<file path="src/jfcs_pkg.sv">
`timescale 1ns / 1ps
// ----------------------------------------------------------------------------
// jfcs_pkg
// Shared types, register codes and the step program of the JTAG configuration
// sequencer.
// ----------------------------------------------------------------------------
package jfcs_pkg;

  // Width of the instruction registers held in configuration
  localparam int REG_BITS   = 10;
  localparam int CNT_W      = 13;
  localparam int RST_W      = 8;
  localparam int REG_IDX_W  = 3;
  localparam int CFG_DATA_W = 13;
  localparam int PC_W       = 6;
  localparam int IDX_W      = 4;
  localparam int Q_DEPTH    = 2;
  localparam int QPTR_W     = $clog2(Q_DEPTH);
  localparam int QCNT_W     = $clog2(Q_DEPTH + 1);

  // Item kinds
  localparam logic [1:0] KIND_START = 2'd0;
  localparam logic [1:0] KIND_DATA  = 2'd1;
  localparam logic [1:0] KIND_POST  = 2'd2;
  localparam logic [1:0] KIND_END   = 2'd3;

  // Register indexes
  localparam logic [REG_IDX_W-1:0] REG_PROGRAM_INSTR  = 3'd0;
  localparam logic [REG_IDX_W-1:0] REG_STATUS_INSTR   = 3'd1;
  localparam logic [REG_IDX_W-1:0] REG_STARTUP_INSTR  = 3'd2;
  localparam logic [REG_IDX_W-1:0] REG_PRELOAD_CLOCKS = 3'd3;
  localparam logic [REG_IDX_W-1:0] REG_IDLE_CLOCKS    = 3'd4;
  localparam logic [REG_IDX_W-1:0] REG_POSTAMBLE_ONES = 3'd5;
  localparam logic [REG_IDX_W-1:0] REG_RESET_CLOCKS   = 3'd6;

  // Register reset values
  localparam logic [REG_BITS-1:0] RST_PROGRAM_INSTR  = 10'd2;
  localparam logic [REG_BITS-1:0] RST_STATUS_INSTR   = 10'd4;
  localparam logic [REG_BITS-1:0] RST_STARTUP_INSTR  = 10'd3;
  localparam logic [CNT_W-1:0]    RST_PRELOAD_CLOCKS = 13'd5000;
  localparam logic [CNT_W-1:0]    RST_IDLE_CLOCKS    = 13'd200;
  localparam logic [CNT_W-1:0]    RST_POSTAMBLE_ONES = 13'd127;
  localparam logic [RST_W-1:0]    RST_RESET_CLOCKS   = 8'd10;

  // Step operation codes
  localparam logic [3:0] OP_PULSE         = 4'd0; // one pulse, held TDI
  localparam logic [3:0] OP_PULSE_HI      = 4'd1; // one pulse, TDI driven high
  localparam logic [3:0] OP_SHIFT         = 4'd2; // shift an instruction
  localparam logic [3:0] OP_DATA          = 4'd3; // shift the data byte
  localparam logic [3:0] OP_RUN_RESET     = 4'd4;
  localparam logic [3:0] OP_RUN_RESET_REL = 4'd5;
  localparam logic [3:0] OP_RUN_PRELOAD   = 4'd6;
  localparam logic [3:0] OP_RUN_ONES      = 4'd7;
  localparam logic [3:0] OP_RUN_IDLE      = 4'd8;

  // Instruction select
  localparam logic [1:0] SEL_PROGRAM = 2'd0;
  localparam logic [1:0] SEL_STATUS  = 2'd1;
  localparam logic [1:0] SEL_STARTUP = 2'd2;

  // Program entry points
  localparam logic [PC_W-1:0] PC_START = 6'd0;
  localparam logic [PC_W-1:0] PC_DATA  = 6'd12;
  localparam logic [PC_W-1:0] PC_POST  = 6'd13;
  localparam logic [PC_W-1:0] PC_END   = 6'd15;

  typedef struct packed {
    logic [3:0] code;
    logic       tms;
    logic [1:0] sel;
    logic       last;
  } op_t;

  typedef struct packed {
    logic [PC_W-1:0] pc;
    logic [7:0]      data_byte;
  } cmd_t;

  typedef struct packed {
    logic valid;
    cmd_t cmd;
  } qhead_t;

  typedef struct packed {
    logic [REG_BITS-1:0] program_instr;
    logic [REG_BITS-1:0] status_instr;
    logic [REG_BITS-1:0] startup_instr;
    logic [CNT_W-1:0]    preload_clocks;
    logic [CNT_W-1:0]    idle_clocks;
    logic [CNT_W-1:0]    postamble_ones;
    logic [RST_W-1:0]    reset_clocks;
  } cfg_t;

  function automatic op_t mk_op(input logic [3:0] code, input logic tms,
                                input logic [1:0] sel, input logic last);
    op_t o;
    o.code = code;
    o.tms  = tms;
    o.sel  = sel;
    o.last = last;
    return o;
  endfunction

  function automatic logic [PC_W-1:0] start_pc(input logic [1:0] kind);
    logic [PC_W-1:0] pc;
    case (kind)
      KIND_START: pc = PC_START;
      KIND_DATA:  pc = PC_DATA;
      KIND_POST:  pc = PC_POST;
      default:    pc = PC_END;
    endcase
    return pc;
  endfunction

  // Step program: each entry yields one result, or a short series for
  // instruction and data shifts.
  function automatic op_t rom_op(input logic [PC_W-1:0] pc);
    op_t o;
    case (pc)
      // start
      6'd0:  o = mk_op(OP_RUN_RESET,     1'b1, SEL_PROGRAM, 1'b0);
      6'd1:  o = mk_op(OP_PULSE,         1'b0, SEL_PROGRAM, 1'b0);
      6'd2:  o = mk_op(OP_PULSE,         1'b1, SEL_PROGRAM, 1'b0);
      6'd3:  o = mk_op(OP_PULSE,         1'b1, SEL_PROGRAM, 1'b0);
      6'd4:  o = mk_op(OP_PULSE,         1'b0, SEL_PROGRAM, 1'b0);
      6'd5:  o = mk_op(OP_PULSE,         1'b0, SEL_PROGRAM, 1'b0);
      6'd6:  o = mk_op(OP_SHIFT,         1'b0, SEL_PROGRAM, 1'b0);
      6'd7:  o = mk_op(OP_PULSE,         1'b1, SEL_PROGRAM, 1'b0);
      6'd8:  o = mk_op(OP_PULSE_HI,      1'b1, SEL_PROGRAM, 1'b0);
      6'd9:  o = mk_op(OP_PULSE,         1'b0, SEL_PROGRAM, 1'b0);
      6'd10: o = mk_op(OP_PULSE,         1'b0, SEL_PROGRAM, 1'b0);
      6'd11: o = mk_op(OP_RUN_PRELOAD,   1'b0, SEL_PROGRAM, 1'b1);
      // data byte
      6'd12: o = mk_op(OP_DATA,          1'b0, SEL_PROGRAM, 1'b1);
      // postamble
      6'd13: o = mk_op(OP_RUN_ONES,      1'b0, SEL_PROGRAM, 1'b0);
      6'd14: o = mk_op(OP_PULSE,         1'b1, SEL_PROGRAM, 1'b1);
      // end
      6'd15: o = mk_op(OP_PULSE,         1'b1, SEL_STATUS,  1'b0);
      6'd16: o = mk_op(OP_PULSE,         1'b0, SEL_STATUS,  1'b0);
      6'd17: o = mk_op(OP_PULSE,         1'b0, SEL_STATUS,  1'b0);
      6'd18: o = mk_op(OP_PULSE,         1'b1, SEL_STATUS,  1'b0);
      6'd19: o = mk_op(OP_PULSE,         1'b1, SEL_STATUS,  1'b0);
      6'd20: o = mk_op(OP_PULSE,         1'b0, SEL_STATUS,  1'b0);
      6'd21: o = mk_op(OP_PULSE,         1'b0, SEL_STATUS,  1'b0);
      6'd22: o = mk_op(OP_SHIFT,         1'b0, SEL_STATUS,  1'b0);
      6'd23: o = mk_op(OP_PULSE,         1'b1, SEL_STARTUP, 1'b0);
      6'd24: o = mk_op(OP_PULSE,         1'b1, SEL_STARTUP, 1'b0);
      6'd25: o = mk_op(OP_PULSE,         1'b1, SEL_STARTUP, 1'b0);
      6'd26: o = mk_op(OP_PULSE,         1'b0, SEL_STARTUP, 1'b0);
      6'd27: o = mk_op(OP_PULSE,         1'b0, SEL_STARTUP, 1'b0);
      6'd28: o = mk_op(OP_SHIFT,         1'b0, SEL_STARTUP, 1'b0);
      6'd29: o = mk_op(OP_PULSE,         1'b1, SEL_STARTUP, 1'b0);
      6'd30: o = mk_op(OP_PULSE,         1'b0, SEL_STARTUP, 1'b0);
      6'd31: o = mk_op(OP_RUN_IDLE,      1'b0, SEL_STARTUP, 1'b0);
      6'd32: o = mk_op(OP_RUN_RESET_REL, 1'b1, SEL_STARTUP, 1'b1);
      default: o = mk_op(OP_PULSE,       1'b0, SEL_PROGRAM, 1'b1);
    endcase
    return o;
  endfunction

endpackage

</file>
<file path="src/jfcs_front.sv">
`timescale 1ns / 1ps
// ----------------------------------------------------------------------------
// jfcs_front
// Accepts script items, maps each kind to its program entry point and holds
// them in a short queue for the step engine.
// ----------------------------------------------------------------------------
module jfcs_front (
  input  logic                clk,
  input  logic                rst,
  input  logic                in_valid,
  output logic                in_ready,
  input  logic [1:0]          kind,
  input  logic [7:0]          data_byte,
  output jfcs_pkg::qhead_t    head,
  input  logic                pop
);

  jfcs_pkg::cmd_t                   q [jfcs_pkg::Q_DEPTH];
  logic [jfcs_pkg::QPTR_W-1:0]      wr_ptr;
  logic [jfcs_pkg::QPTR_W-1:0]      rd_ptr;
  logic [jfcs_pkg::QCNT_W-1:0]      count;
  logic                             push;
  logic                             do_pop;
  jfcs_pkg::cmd_t                   cmd_in;

  assign in_ready = (count != jfcs_pkg::QCNT_W'(jfcs_pkg::Q_DEPTH));
  assign push     = in_valid && in_ready;
  assign do_pop   = pop && (count != '0);

  always_comb begin
    cmd_in.pc        = jfcs_pkg::start_pc(kind);
    cmd_in.data_byte = data_byte;
  end

  assign head.valid = (count != '0);
  assign head.cmd   = q[rd_ptr];

  always_ff @(posedge clk) begin
    if (push) begin
      q[wr_ptr] <= cmd_in;
    end
  end

  always_ff @(posedge clk) begin
    if (rst) begin
      wr_ptr <= '0;
      rd_ptr <= '0;
      count  <= '0;
    end else begin
      if (push) begin
        wr_ptr <= wr_ptr + 1'b1;
      end
      if (do_pop) begin
        rd_ptr <= rd_ptr + 1'b1;
      end
      case ({push, do_pop})
        2'b10:   count <= count + 1'b1;
        2'b01:   count <= count - 1'b1;
        default: count <= count;
      endcase
    end
  end

endmodule

</file>
<file path="src/jfcs_back.sv">
`timescale 1ns / 1ps
// ----------------------------------------------------------------------------
// jfcs_back
// Step engine: walks the step program for the queued item and issues one
// pulse run per cycle into the output register while it is free or taken.
// ----------------------------------------------------------------------------
module jfcs_back #(
  parameter int INSTR_BITS = 10
) (
  input  logic                          clk,
  input  logic                          rst,
  input  jfcs_pkg::cfg_t                cfg,
  input  jfcs_pkg::qhead_t              head,
  output logic                          pop,
  output logic                          out_valid,
  input  logic                          out_ready,
  output logic                          tms,
  output logic                          tdi,
  output logic [jfcs_pkg::CNT_W-1:0]    pulses,
  output logic                          release_res,
  output logic                          last
);

  // Shape of an instruction shift
  localparam int LOOP_BITS = (INSTR_BITS - 1 < jfcs_pkg::REG_BITS) ?
                             INSTR_BITS - 1 : jfcs_pkg::REG_BITS;
  localparam bit HAS_ZRUN  = (INSTR_BITS - 1 > jfcs_pkg::REG_BITS);
  localparam int ZRUN      = HAS_ZRUN ? INSTR_BITS - 1 - jfcs_pkg::REG_BITS : 1;
  localparam bit LAST_IN   = (INSTR_BITS - 1 < jfcs_pkg::REG_BITS);
  localparam int LAST_IDX  = LAST_IN ? INSTR_BITS - 1 : 0;
  localparam int SHIFT_END = HAS_ZRUN ? LOOP_BITS + 1 : LOOP_BITS;

  logic                              busy;
  logic [jfcs_pkg::PC_W-1:0]         pc;
  logic [jfcs_pkg::IDX_W-1:0]        idx;
  logic [7:0]                        byte_q;
  logic                              tdi_level;

  logic [jfcs_pkg::PC_W-1:0]         cur_pc;
  logic [7:0]                        cur_byte;
  jfcs_pkg::op_t                     op;
  logic [jfcs_pkg::REG_BITS-1:0]     instr;
  logic                              adv;
  logic                              step_done;
  logic                              r_tms;
  logic                              r_tdi;
  logic [jfcs_pkg::CNT_W-1:0]        r_pulses;
  logic                              r_rel;
  logic                              lvl_next;

  assign cur_pc   = busy ? pc : head.cmd.pc;
  assign cur_byte = busy ? byte_q : head.cmd.data_byte;
  assign op       = jfcs_pkg::rom_op(cur_pc);
  assign adv      = (busy || head.valid) && (!out_valid || out_ready);
  assign pop      = adv && !busy;

  always_comb begin
    case (op.sel)
      jfcs_pkg::SEL_PROGRAM: instr = cfg.program_instr;
      jfcs_pkg::SEL_STATUS:  instr = cfg.status_instr;
      default:               instr = cfg.startup_instr;
    endcase
  end

  always_comb begin
    r_tms     = op.tms;
    r_tdi     = tdi_level;
    r_pulses  = jfcs_pkg::CNT_W'(1);
    r_rel     = 1'b0;
    lvl_next  = tdi_level;
    step_done = 1'b1;
    case (op.code)
      jfcs_pkg::OP_PULSE: begin
      end
      jfcs_pkg::OP_PULSE_HI: begin
        r_tdi    = 1'b1;
        lvl_next = 1'b1;
      end
      jfcs_pkg::OP_SHIFT: begin
        step_done = (idx == jfcs_pkg::IDX_W'(SHIFT_END));
        if (idx < jfcs_pkg::IDX_W'(LOOP_BITS)) begin
          r_tms = 1'b0;
          r_tdi = instr[idx];
        end else if (HAS_ZRUN && idx == jfcs_pkg::IDX_W'(LOOP_BITS)) begin
          // upper instruction bits beyond the register read as zero
          r_tms    = 1'b0;
          r_tdi    = 1'b0;
          r_pulses = jfcs_pkg::CNT_W'(ZRUN);
        end else begin
          r_tms = 1'b1;
          r_tdi = LAST_IN ? instr[LAST_IDX] : 1'b0;
        end
        lvl_next = r_tdi;
      end
      jfcs_pkg::OP_DATA: begin
        step_done = (idx == jfcs_pkg::IDX_W'(7));
        r_tms     = 1'b0;
        r_tdi     = cur_byte[idx[2:0]];
        lvl_next  = r_tdi;
      end
      jfcs_pkg::OP_RUN_RESET: begin
        r_pulses = jfcs_pkg::CNT_W'(cfg.reset_clocks);
      end
      jfcs_pkg::OP_RUN_RESET_REL: begin
        // released TDI pin floats high
        r_pulses = jfcs_pkg::CNT_W'(cfg.reset_clocks);
        r_rel    = 1'b1;
        lvl_next = 1'b1;
      end
      jfcs_pkg::OP_RUN_PRELOAD: begin
        r_tdi    = 1'b1;
        r_pulses = cfg.preload_clocks;
        lvl_next = 1'b0;
      end
      jfcs_pkg::OP_RUN_ONES: begin
        r_tdi    = 1'b1;
        r_pulses = cfg.postamble_ones;
        lvl_next = 1'b1;
      end
      jfcs_pkg::OP_RUN_IDLE: begin
        r_pulses = cfg.idle_clocks;
      end
      default: begin
      end
    endcase
  end

  // Result register: payload needs no reset
  always_ff @(posedge clk) begin
    if (adv) begin
      tms         <= r_tms;
      tdi         <= r_tdi;
      pulses      <= r_pulses;
      release_res <= r_rel;
      last        <= op.last && step_done;
    end
    if (pop) begin
      byte_q <= head.cmd.data_byte;
    end
  end

  always_ff @(posedge clk) begin
    if (rst) begin
      busy      <= 1'b0;
      pc        <= '0;
      idx       <= '0;
      tdi_level <= 1'b0;
      out_valid <= 1'b0;
    end else begin
      if (out_valid && out_ready) begin
        out_valid <= 1'b0;
      end
      if (adv) begin
        out_valid <= 1'b1;
        tdi_level <= lvl_next;
        if (step_done) begin
          idx  <= '0;
          pc   <= cur_pc + 1'b1;
          busy <= !op.last;
        end else begin
          idx  <= idx + 1'b1;
          pc   <= cur_pc;
          busy <= 1'b1;
        end
      end
    end
  end

endmodule

</file>
<file path="src/jtag_fpga_config_sequencer.sv">
`timescale 1ns / 1ps
// ----------------------------------------------------------------------------
// jtag_fpga_config_sequencer
// JTAG script engine for bitstream loading: turns start, data, postamble and
// end items into runs of TCK pulses at fixed TMS and TDI levels.
// ----------------------------------------------------------------------------
// The step engine issues one pulse run per cycle while the output is taken;
// an item causes 8 results for a data byte, 2 for the postamble, 11 + S for
// start and 16 + 2*S for end, where S is min(INSTR_BITS, 11) plus one more
// when INSTR_BITS exceeds 11 (the zero run). These counts are set by the step
// engine walking its step program one result at a time; a two-entry item
// queue in front of it keeps input acceptance going while a result waits in
// the output register. Configuration writes take effect on the next cycle and
// are meant for idle periods.
// ----------------------------------------------------------------------------
module jtag_fpga_config_sequencer #(
  parameter int INSTR_BITS = 10
) (
  input  logic                               clk,
  input  logic                               rst,
  input  logic                               cfg_wr_en,
  input  logic [jfcs_pkg::REG_IDX_W-1:0]     cfg_index,
  input  logic [jfcs_pkg::CFG_DATA_W-1:0]    cfg_wdata,
  input  logic                               in_valid,
  output logic                               in_ready,
  input  logic [1:0]                         kind,
  input  logic [7:0]                         data_byte,
  input  logic                               chunk_end,
  output logic                               out_valid,
  input  logic                               out_ready,
  output logic                               tms,
  output logic                               tdi,
  output logic [jfcs_pkg::CNT_W-1:0]         pulses,
  output logic                               release_res,
  output logic                               last
);

  jfcs_pkg::cfg_t    cfg;
  jfcs_pkg::qhead_t  q_head;
  logic              q_pop;

  // chunk_end carries no pin effect; it is accepted and dropped

  always_ff @(posedge clk) begin
    if (rst) begin
      cfg.program_instr  <= jfcs_pkg::RST_PROGRAM_INSTR;
      cfg.status_instr   <= jfcs_pkg::RST_STATUS_INSTR;
      cfg.startup_instr  <= jfcs_pkg::RST_STARTUP_INSTR;
      cfg.preload_clocks <= jfcs_pkg::RST_PRELOAD_CLOCKS;
      cfg.idle_clocks    <= jfcs_pkg::RST_IDLE_CLOCKS;
      cfg.postamble_ones <= jfcs_pkg::RST_POSTAMBLE_ONES;
      cfg.reset_clocks   <= jfcs_pkg::RST_RESET_CLOCKS;
    end else if (cfg_wr_en) begin
      case (cfg_index)
        jfcs_pkg::REG_PROGRAM_INSTR:
          cfg.program_instr  <= cfg_wdata[jfcs_pkg::REG_BITS-1:0];
        jfcs_pkg::REG_STATUS_INSTR:
          cfg.status_instr   <= cfg_wdata[jfcs_pkg::REG_BITS-1:0];
        jfcs_pkg::REG_STARTUP_INSTR:
          cfg.startup_instr  <= cfg_wdata[jfcs_pkg::REG_BITS-1:0];
        jfcs_pkg::REG_PRELOAD_CLOCKS:
          cfg.preload_clocks <= cfg_wdata[jfcs_pkg::CNT_W-1:0];
        jfcs_pkg::REG_IDLE_CLOCKS:
          cfg.idle_clocks    <= cfg_wdata[jfcs_pkg::CNT_W-1:0];
        jfcs_pkg::REG_POSTAMBLE_ONES:
          cfg.postamble_ones <= cfg_wdata[jfcs_pkg::CNT_W-1:0];
        jfcs_pkg::REG_RESET_CLOCKS:
          cfg.reset_clocks   <= cfg_wdata[jfcs_pkg::RST_W-1:0];
        default: begin
        end
      endcase
    end
  end

  jfcs_front u_front (
    .clk       (clk),
    .rst       (rst),
    .in_valid  (in_valid),
    .in_ready  (in_ready),
    .kind      (kind),
    .data_byte (data_byte),
    .head      (q_head),
    .pop       (q_pop)
  );

  jfcs_back #(
    .INSTR_BITS (INSTR_BITS)
  ) u_back (
    .clk         (clk),
    .rst         (rst),
    .cfg         (cfg),
    .head        (q_head),
    .pop         (q_pop),
    .out_valid   (out_valid),
    .out_ready   (out_ready),
    .tms         (tms),
    .tdi         (tdi),
    .pulses      (pulses),
    .release_res (release_res),
    .last        (last)
  );

  a_release_is_final: assert property (@(posedge clk) disable iff (rst)
    out_valid && release_res |-> last && tms)
    else $error("pin release on a result that is not the final TMS-high run");

  a_pop_needs_item: assert property (@(posedge clk) disable iff (rst)
    q_pop |-> q_head.valid)
    else $error("step engine took an item from an empty queue");

  a_result_held: assert property (@(posedge clk) disable iff (rst)
    out_valid && !out_ready |=> out_valid
      && $stable({tms, tdi, pulses, release_res, last}))
    else $error("waiting result dropped or changed");

endmodule

</file>
<file path="config.mk">
export PLATFORM = sky130hd
export DESIGN_NAME = jtag_fpga_config_sequencer
export DESIGN_NICKNAME = d
export VERILOG_FILES = /design/src/jfcs_pkg.sv /design/src/jfcs_front.sv /design/src/jfcs_back.sv /design/src/jtag_fpga_config_sequencer.sv
export SDC_FILE = /design/constraint.sdc
export NUM_CORES = 1
export LEC_CHECK = 0
export BUFFER_PORTS_ARGS = -buffer_cell sky130_fd_sc_hd__buf_2
export CAP_MARGIN = 20
export CORE_ASPECT_RATIO = 1.25
export CORE_MARGIN = 1
export CORE_UTILIZATION = 53
export DETAILED_ROUTE_END_ITERATION = 10
export GPL_ROUTABILITY_DRIVEN = 0
export PLACE_DENSITY = 0.77
export SLEW_MARGIN = 10
export SYNTH_ARGS = -nofsm -noshare
export SYNTH_HDL_FRONTEND = slang
export SYNTH_SLANG_ARGS = --single-unit
</file>
<file path="constraint.sdc">
create_clock -name clk -period 2.9 [get_ports clk]
set_clock_uncertainty 0.05 [all_clocks]
set_input_delay 0.145 -clock clk [delete_from_list [all_inputs] [get_ports clk]]
set_output_delay 0.145 -clock clk [all_outputs]
set_load 0.005 [all_outputs]
</file>
* Word level (Yosys, flattened, before mapping)
Memory sizes are Yosys's and may differ from the RTL's. A register that Yosys moved wholly into a read port is not among the register bits.
Index checks and enable logic that the tools add are counted.
** Word-level totals
- Flip-flop bits (word level) :: 119
- RAM bits :: 24
- ROM bits :: 512
- Input port bits :: 32
- Output and inout port bits :: 19
- Logic and storage cells :: 109
- Memories kept :: 2
** Memories
- (no name shown) :: depth 64, bits a word 8, rd ports 1, clocked after memory_dff 0, write ports 0, RTL line jfcs_pkg.sv:119 : case (pc)
- u_front.q :: depth 2, bits a word 12, rd ports 1, clocked after memory_dff 1, write ports 1, RTL line jfcs_front.sv:18 : jfcs_pkg::cmd_t q [jfcs_pkg::Q_DEPTH];
** Operators by class
- $add $sub $neg :: 6
- Magnitude comparators :: 3
- Equal/unequal tests :: 22
- Mux-type cells :: 26
- Reduce and logical (&&, ||, !) cells :: 29
** Operator list (number)
- $pmux W13 S4 :: 1
- $eq A4 B3 Y1 const B :: 5
- $pmux W10 S2 :: 1
- $reduce_and A2 Y1 :: 8
- $mux W1 :: 12
- $mux W6 :: 2
- $pmux W4 S3 :: 1
- $eq A3 B3 Y1 const B :: 3
- $eq A4 B2 Y1 const B :: 2
- $eq A4 B4 Y1 const B :: 2
- $mux W8 :: 1
- $add A6 B1 Y6 const B :: 1
- $eq A2 B1 Y1 const B :: 3
- $eq A3 B2 Y1 const B :: 2
- $logic_and A1 B1 Y1 :: 6
- $reduce_bool A2 Y1 :: 3
- $reduce_or A3 Y1 :: 2
- $lt A4 B5 Y1 const B :: 1
- $add A4 B1 Y4 const B :: 1
- $bmux W1 S4 :: 1
- $eq A2 B2 Y1 const B :: 2
- $eq A4 B1 Y1 const B :: 1
- $logic_not A2 Y1 :: 2
- $lt A3 B4 Y1 const B :: 1
- 17 further kinds :: 22

* Logic depth before layout (Yosys ltp)
An unclocked memory read counts as a cell.
- Word-level depth :: 8
- Mapped depth :: 15
- Gate-level depth less buffers :: 12

* Modules after synthesis
Synthesis repeated with hierarchy kept, for this count alone.
** Unflattened totals
- Cells, all modules :: 676
- Area, all modules :: 7133.1 µm²
** Modules (own cells, without submodules)
- jtag_fpga_config_sequencer :: instances 1, cells each 290, area an instance 3089.2 µm², seq. area each 1541.5 µm²
- jfcs_back :: instances 1, cells each 321, area an instance 2989.1 µm², seq. area each 1011.0 µm²
- jfcs_front :: instances 1, cells each 65, area an instance 1054.8 µm², seq. area each 760.7 µm²

* Worst setup path before layout
No wires, ideal clock.
- Kind :: flip-flop to flip-flop
- From :: register (tool-made name)
- To :: register u_back.tdi (data pin)
- Setup time :: 0.269 ns
- Arrival time :: 2.861 ns
- Required time :: 2.581 ns
- Setup slack :: -0.280 ns
- Cell stages (with the launch flop) :: 13
- Buffers on the path :: 1
- Clock period less this slack :: 3.180 ns
- Cells stage by stage :: dfxtp_1 -> buf_6 -> mux2i_1 -> o21a_1 -> inv_2 -> ha_1 -> ha_1 -> a21o_1 -> a21o_1 -> or3_1 -> a211o_1 -> a31oi_1 -> a31oi_1
** RTL lines
- to (signal assigned) :: RTL line jfcs_back.sv:132 : tdi <= r_tdi;
- to (decl) :: RTL line jfcs_back.sv:18 : output logic tdi,

==> flow_summary.json <==
{
  "grt_max_degree": 42,
  "min_period_ns": 2.952,
  "worst_skew_pair.late_latency_ns": 0.43,
  "synthCells": 730,
  "ioPinCount": 51,
  "dr.first_iter.drc_count": 602,
  "final_common_cell": "nand2_1",
  "cts_made_buffers": 17,
  "drt.antenna.violating_nets": 0,
  "synth_edf_count": 47,
  "clockPowerShare_pct": 27.1,
  "remaining_drc_errors": 0,
  "critPathArrivalTime_ns": 3.23,
  "num_antenna_cells": 0,
  "num-fill-cells": 900,
  "area_delta_synth_final_pct": 26.05,
  "setup_viol": 3,
  "max_slew.worst_pin.slew_ns": 1.053,
  "path_class": "flip-flop to flip-flop",
  "slew-limit-headroom_pct": 29.53,
  "cts_root_buf": "clkbuf_16",
  "finalWirelength_mm": 17.80,
  "first_pass_iters": 5,
  "vias_per_cell": 6.013,
  "finalSetupTns_ns": -0.07913,
  "netSwitchingFraction_pct": 35.27,
  "worstPathMaxFanout": 5,
  "placed_cell_area_mm2": 0.007229,
  "antenna_found_initial": 0,
  "peakVddDrop_mv": 0.5121,
  "routed-via-count": 6049,
  "fmax_ghz": 0.3388,
  "seq_area_mm2": 0.003318,
  "p_int_mw": 5.140,
  "layout.nets": 870,
  "die_w_um": 102.2,
  "final_cell_mix": "nand2_1, dfxtp_1, a21oi_1",
  "hold_path.class": "input port to flip-flop",
  "worstSetupEndpointType": "flip-flop",
  "core_area_mm2": 0.01216,
  "ff2ff_path_depth": 12,
  "grt_usage_pct": 27.34,
  "period_share_pct": 101.8,
  "design_area_mm2": 0.008379,
  "hold_viol": 0,
  "numClockSinks": 142,
  "grt_pass1_wl_mm": 27.19,
  "holdWs_ns": 0.01199,
  "avgRoutedWirePerCell_um": 17.69,
  "clockBufferDepth": 2,
  "dp_hpwl_mm": 11.30,
  "grt_pass1_vias": 5765,
  "fin_util_pct": 68.90,
  "synth-seq-cells": 142,
  "timing.final.ws_setup_ns": -0.05157,
  "drive_above_1_share_pct": 23.16,
  "maxCapViolations": 0,
  "yosysWarningCount": 0,
  "p_seq_share_pct": 33.9,
  "rsz0062_at_grt": "yes",
  "multi_input_area_mm2": 0.003354,
  "final_max_slew_viol_count": 0,
  "power_frac_comb_pct": 39.0,
  "clk_pin_slew_ns": 0.06,
  "syn_nets": 771,
  "initial_utilization_pct": 54.66,
  "status": "complete, but fails checks",
  "port_buffers": 49,
  "htree_levels": 4,
  "start_kind": "flip-flop",
  "row_count": 45,
  "die_area_mm2": 0.01300,
  "cts_tree": "yes",
  "total_leakage_power_nw": 3.177,
  "violations": "setup timing",
  "synthArstFlopShare_pct": 0,
  "critical_path_required_ns": 3.17,
  "power_density_mw_per_mm2": 947.6,
  "switchingPower_mw": 2.800,
  "synth.distinct_cells": 75,
  "ys.flop_type": "dfxtp_1",
  "avgSynthCellArea_um2": 9.106,
  "yosysSeqAreaShare_pct": 49.84,
  "min_path_cells": 3,
  "die_h_um": 127.2,
  "gr-total-overflow": 0,
  "syn-cell-area_mm2": 0.006648
}
[cells by family (layout without fill, tap and decap cells)]
logic type	Yosys count	after routing	synth area share, %
buf+inv	50	162	3.369
mux	29	29	5.628
compound gates	152	152	14.87
simple gates	343	343	23.94
xor+xnor	5	5	0.6589
flops	142	142	49.84
fa+ha+maj	9	9	1.694
[worst max-delay path: stages, from the launching register on]
cell and delay [ns]:
dfxtp_4 0.37, mux2i_2 0.15, o21a_4 0.23, buf_6 0.12
ha_4 0.16, nor2b_1 0.14, o21ai_2 0.16, and3_4 0.21
and4b_1 0.24, a311oi_4 0.07, buf_4 0.19, or4_1 0.46
a311oi_1 0.28
[synth_stat cells (all sizes together), types with 7 or more instances]
cell | count | share of area, %
nand2 | 209 | 12
dfxtp | 95 | 29
a21oi | 70 | 5.3
edfxtp | 47 | 21
nor2 | 34 | 1.9
clkbuf | 33 | 1.9
o21ai | 24 | 2.1
nand3b | 23 | 2.6
nand3 | 20 | 1.7
mux2i | 13 | 2.0
mux2 | 11 | 1.9
nor3 | 11 | 0.83
nor2b | 10 | 0.94
ha | 9 | 1.7
inv | 9 | 0.51
buf | 8 | 1.0
a31oi | 7 | 0.66
nand2b | 7 | 0.66
[final cells by class]
class                           instances  area share, %
Multi-Input combinational cell        538          40.03
Inverter                                9         0.4330
Tap cell                              164          2.449
Clock inverter                         10          1.209
Sequential cell                       142          39.60
Timing Repair Buffer                  121          10.47
Clock buffer                           22          5.809
[power groups by stage]
stage	combinational [mW]	clock (mW)	sequential, mW
4_1_cts	2.71	2.16	2.68
3_3_place_gp	2.52	0	2.69
6_report	3.10	2.15	2.69
5_1_grt	3.32	2.24	2.73
3_5_place_dp	2.59	0	2.71
2_1_floorplan	1.78	0	2.66
[worst paths after layout]
kind	startpoint	end	slack [ns]
worst max register to register	flip-flop	u_back.pc[3]	-0.05
worst min-delay path	cfg_wdata[7]	cfg[64]	0.01
worst max-delay path	flip-flop	u_back.pc[3]	-0.05
worst min register to register	cfg[33]	cfg[33]	0.41
[per-layer routing]
layer / vias to the layer above / track usage [%] / part of all wire [%]
li1: 2779 / - / -
met1: 2862 / 29.00 / 36
met2: 317 / 49.43 / 52
met3: 91 / 5.252 / 7.0
met4: 0 / 16.05 / 5.2
met5: - / 0 / 0
[flip-flops by register name, indices dropped and copies added, names as in the netlist, named ones only]
signal	count
cfg	77
u_back.busy	1
u_back.byte_q	8
u_back.idx	4
u_back.last	1
u_back.out_valid	1
u_back.pc	6
u_back.pulses	13
u_back.release_res	1
u_back.tdi	1
u_back.tdi_level	1
u_back.tms	1
u_front.count	2
u_front.q	22
u_front.rd_ptr	1
u_front.wr_ptr	1
[what timing repair did]
item,4_1_cts,5_1_grt
endpoints found under the setup margin,14,8
hold buffers,18,0
buffers inserted,3,14
resized for setup,10,38
cloned,0,1
pin swaps,3,22
endpoints found under the hold margin,47,0
[through the flow]
stage | cells | total power [mW] | worst slack, ns
2_1_floorplan | 730 | 4.435 | 0.001634
6_report | 1006 | 7.940 | -0.05157
3_3_place_gp | 938 | 5.209 | -0.05721
3_5_place_dp | 938 | 5.300 | -0.1406
4_1_cts | 991 | 7.545 | -0.01338
5_1_grt | 1006 | 8.293 | -0.2066
Power figures use the tool's default switching activity.
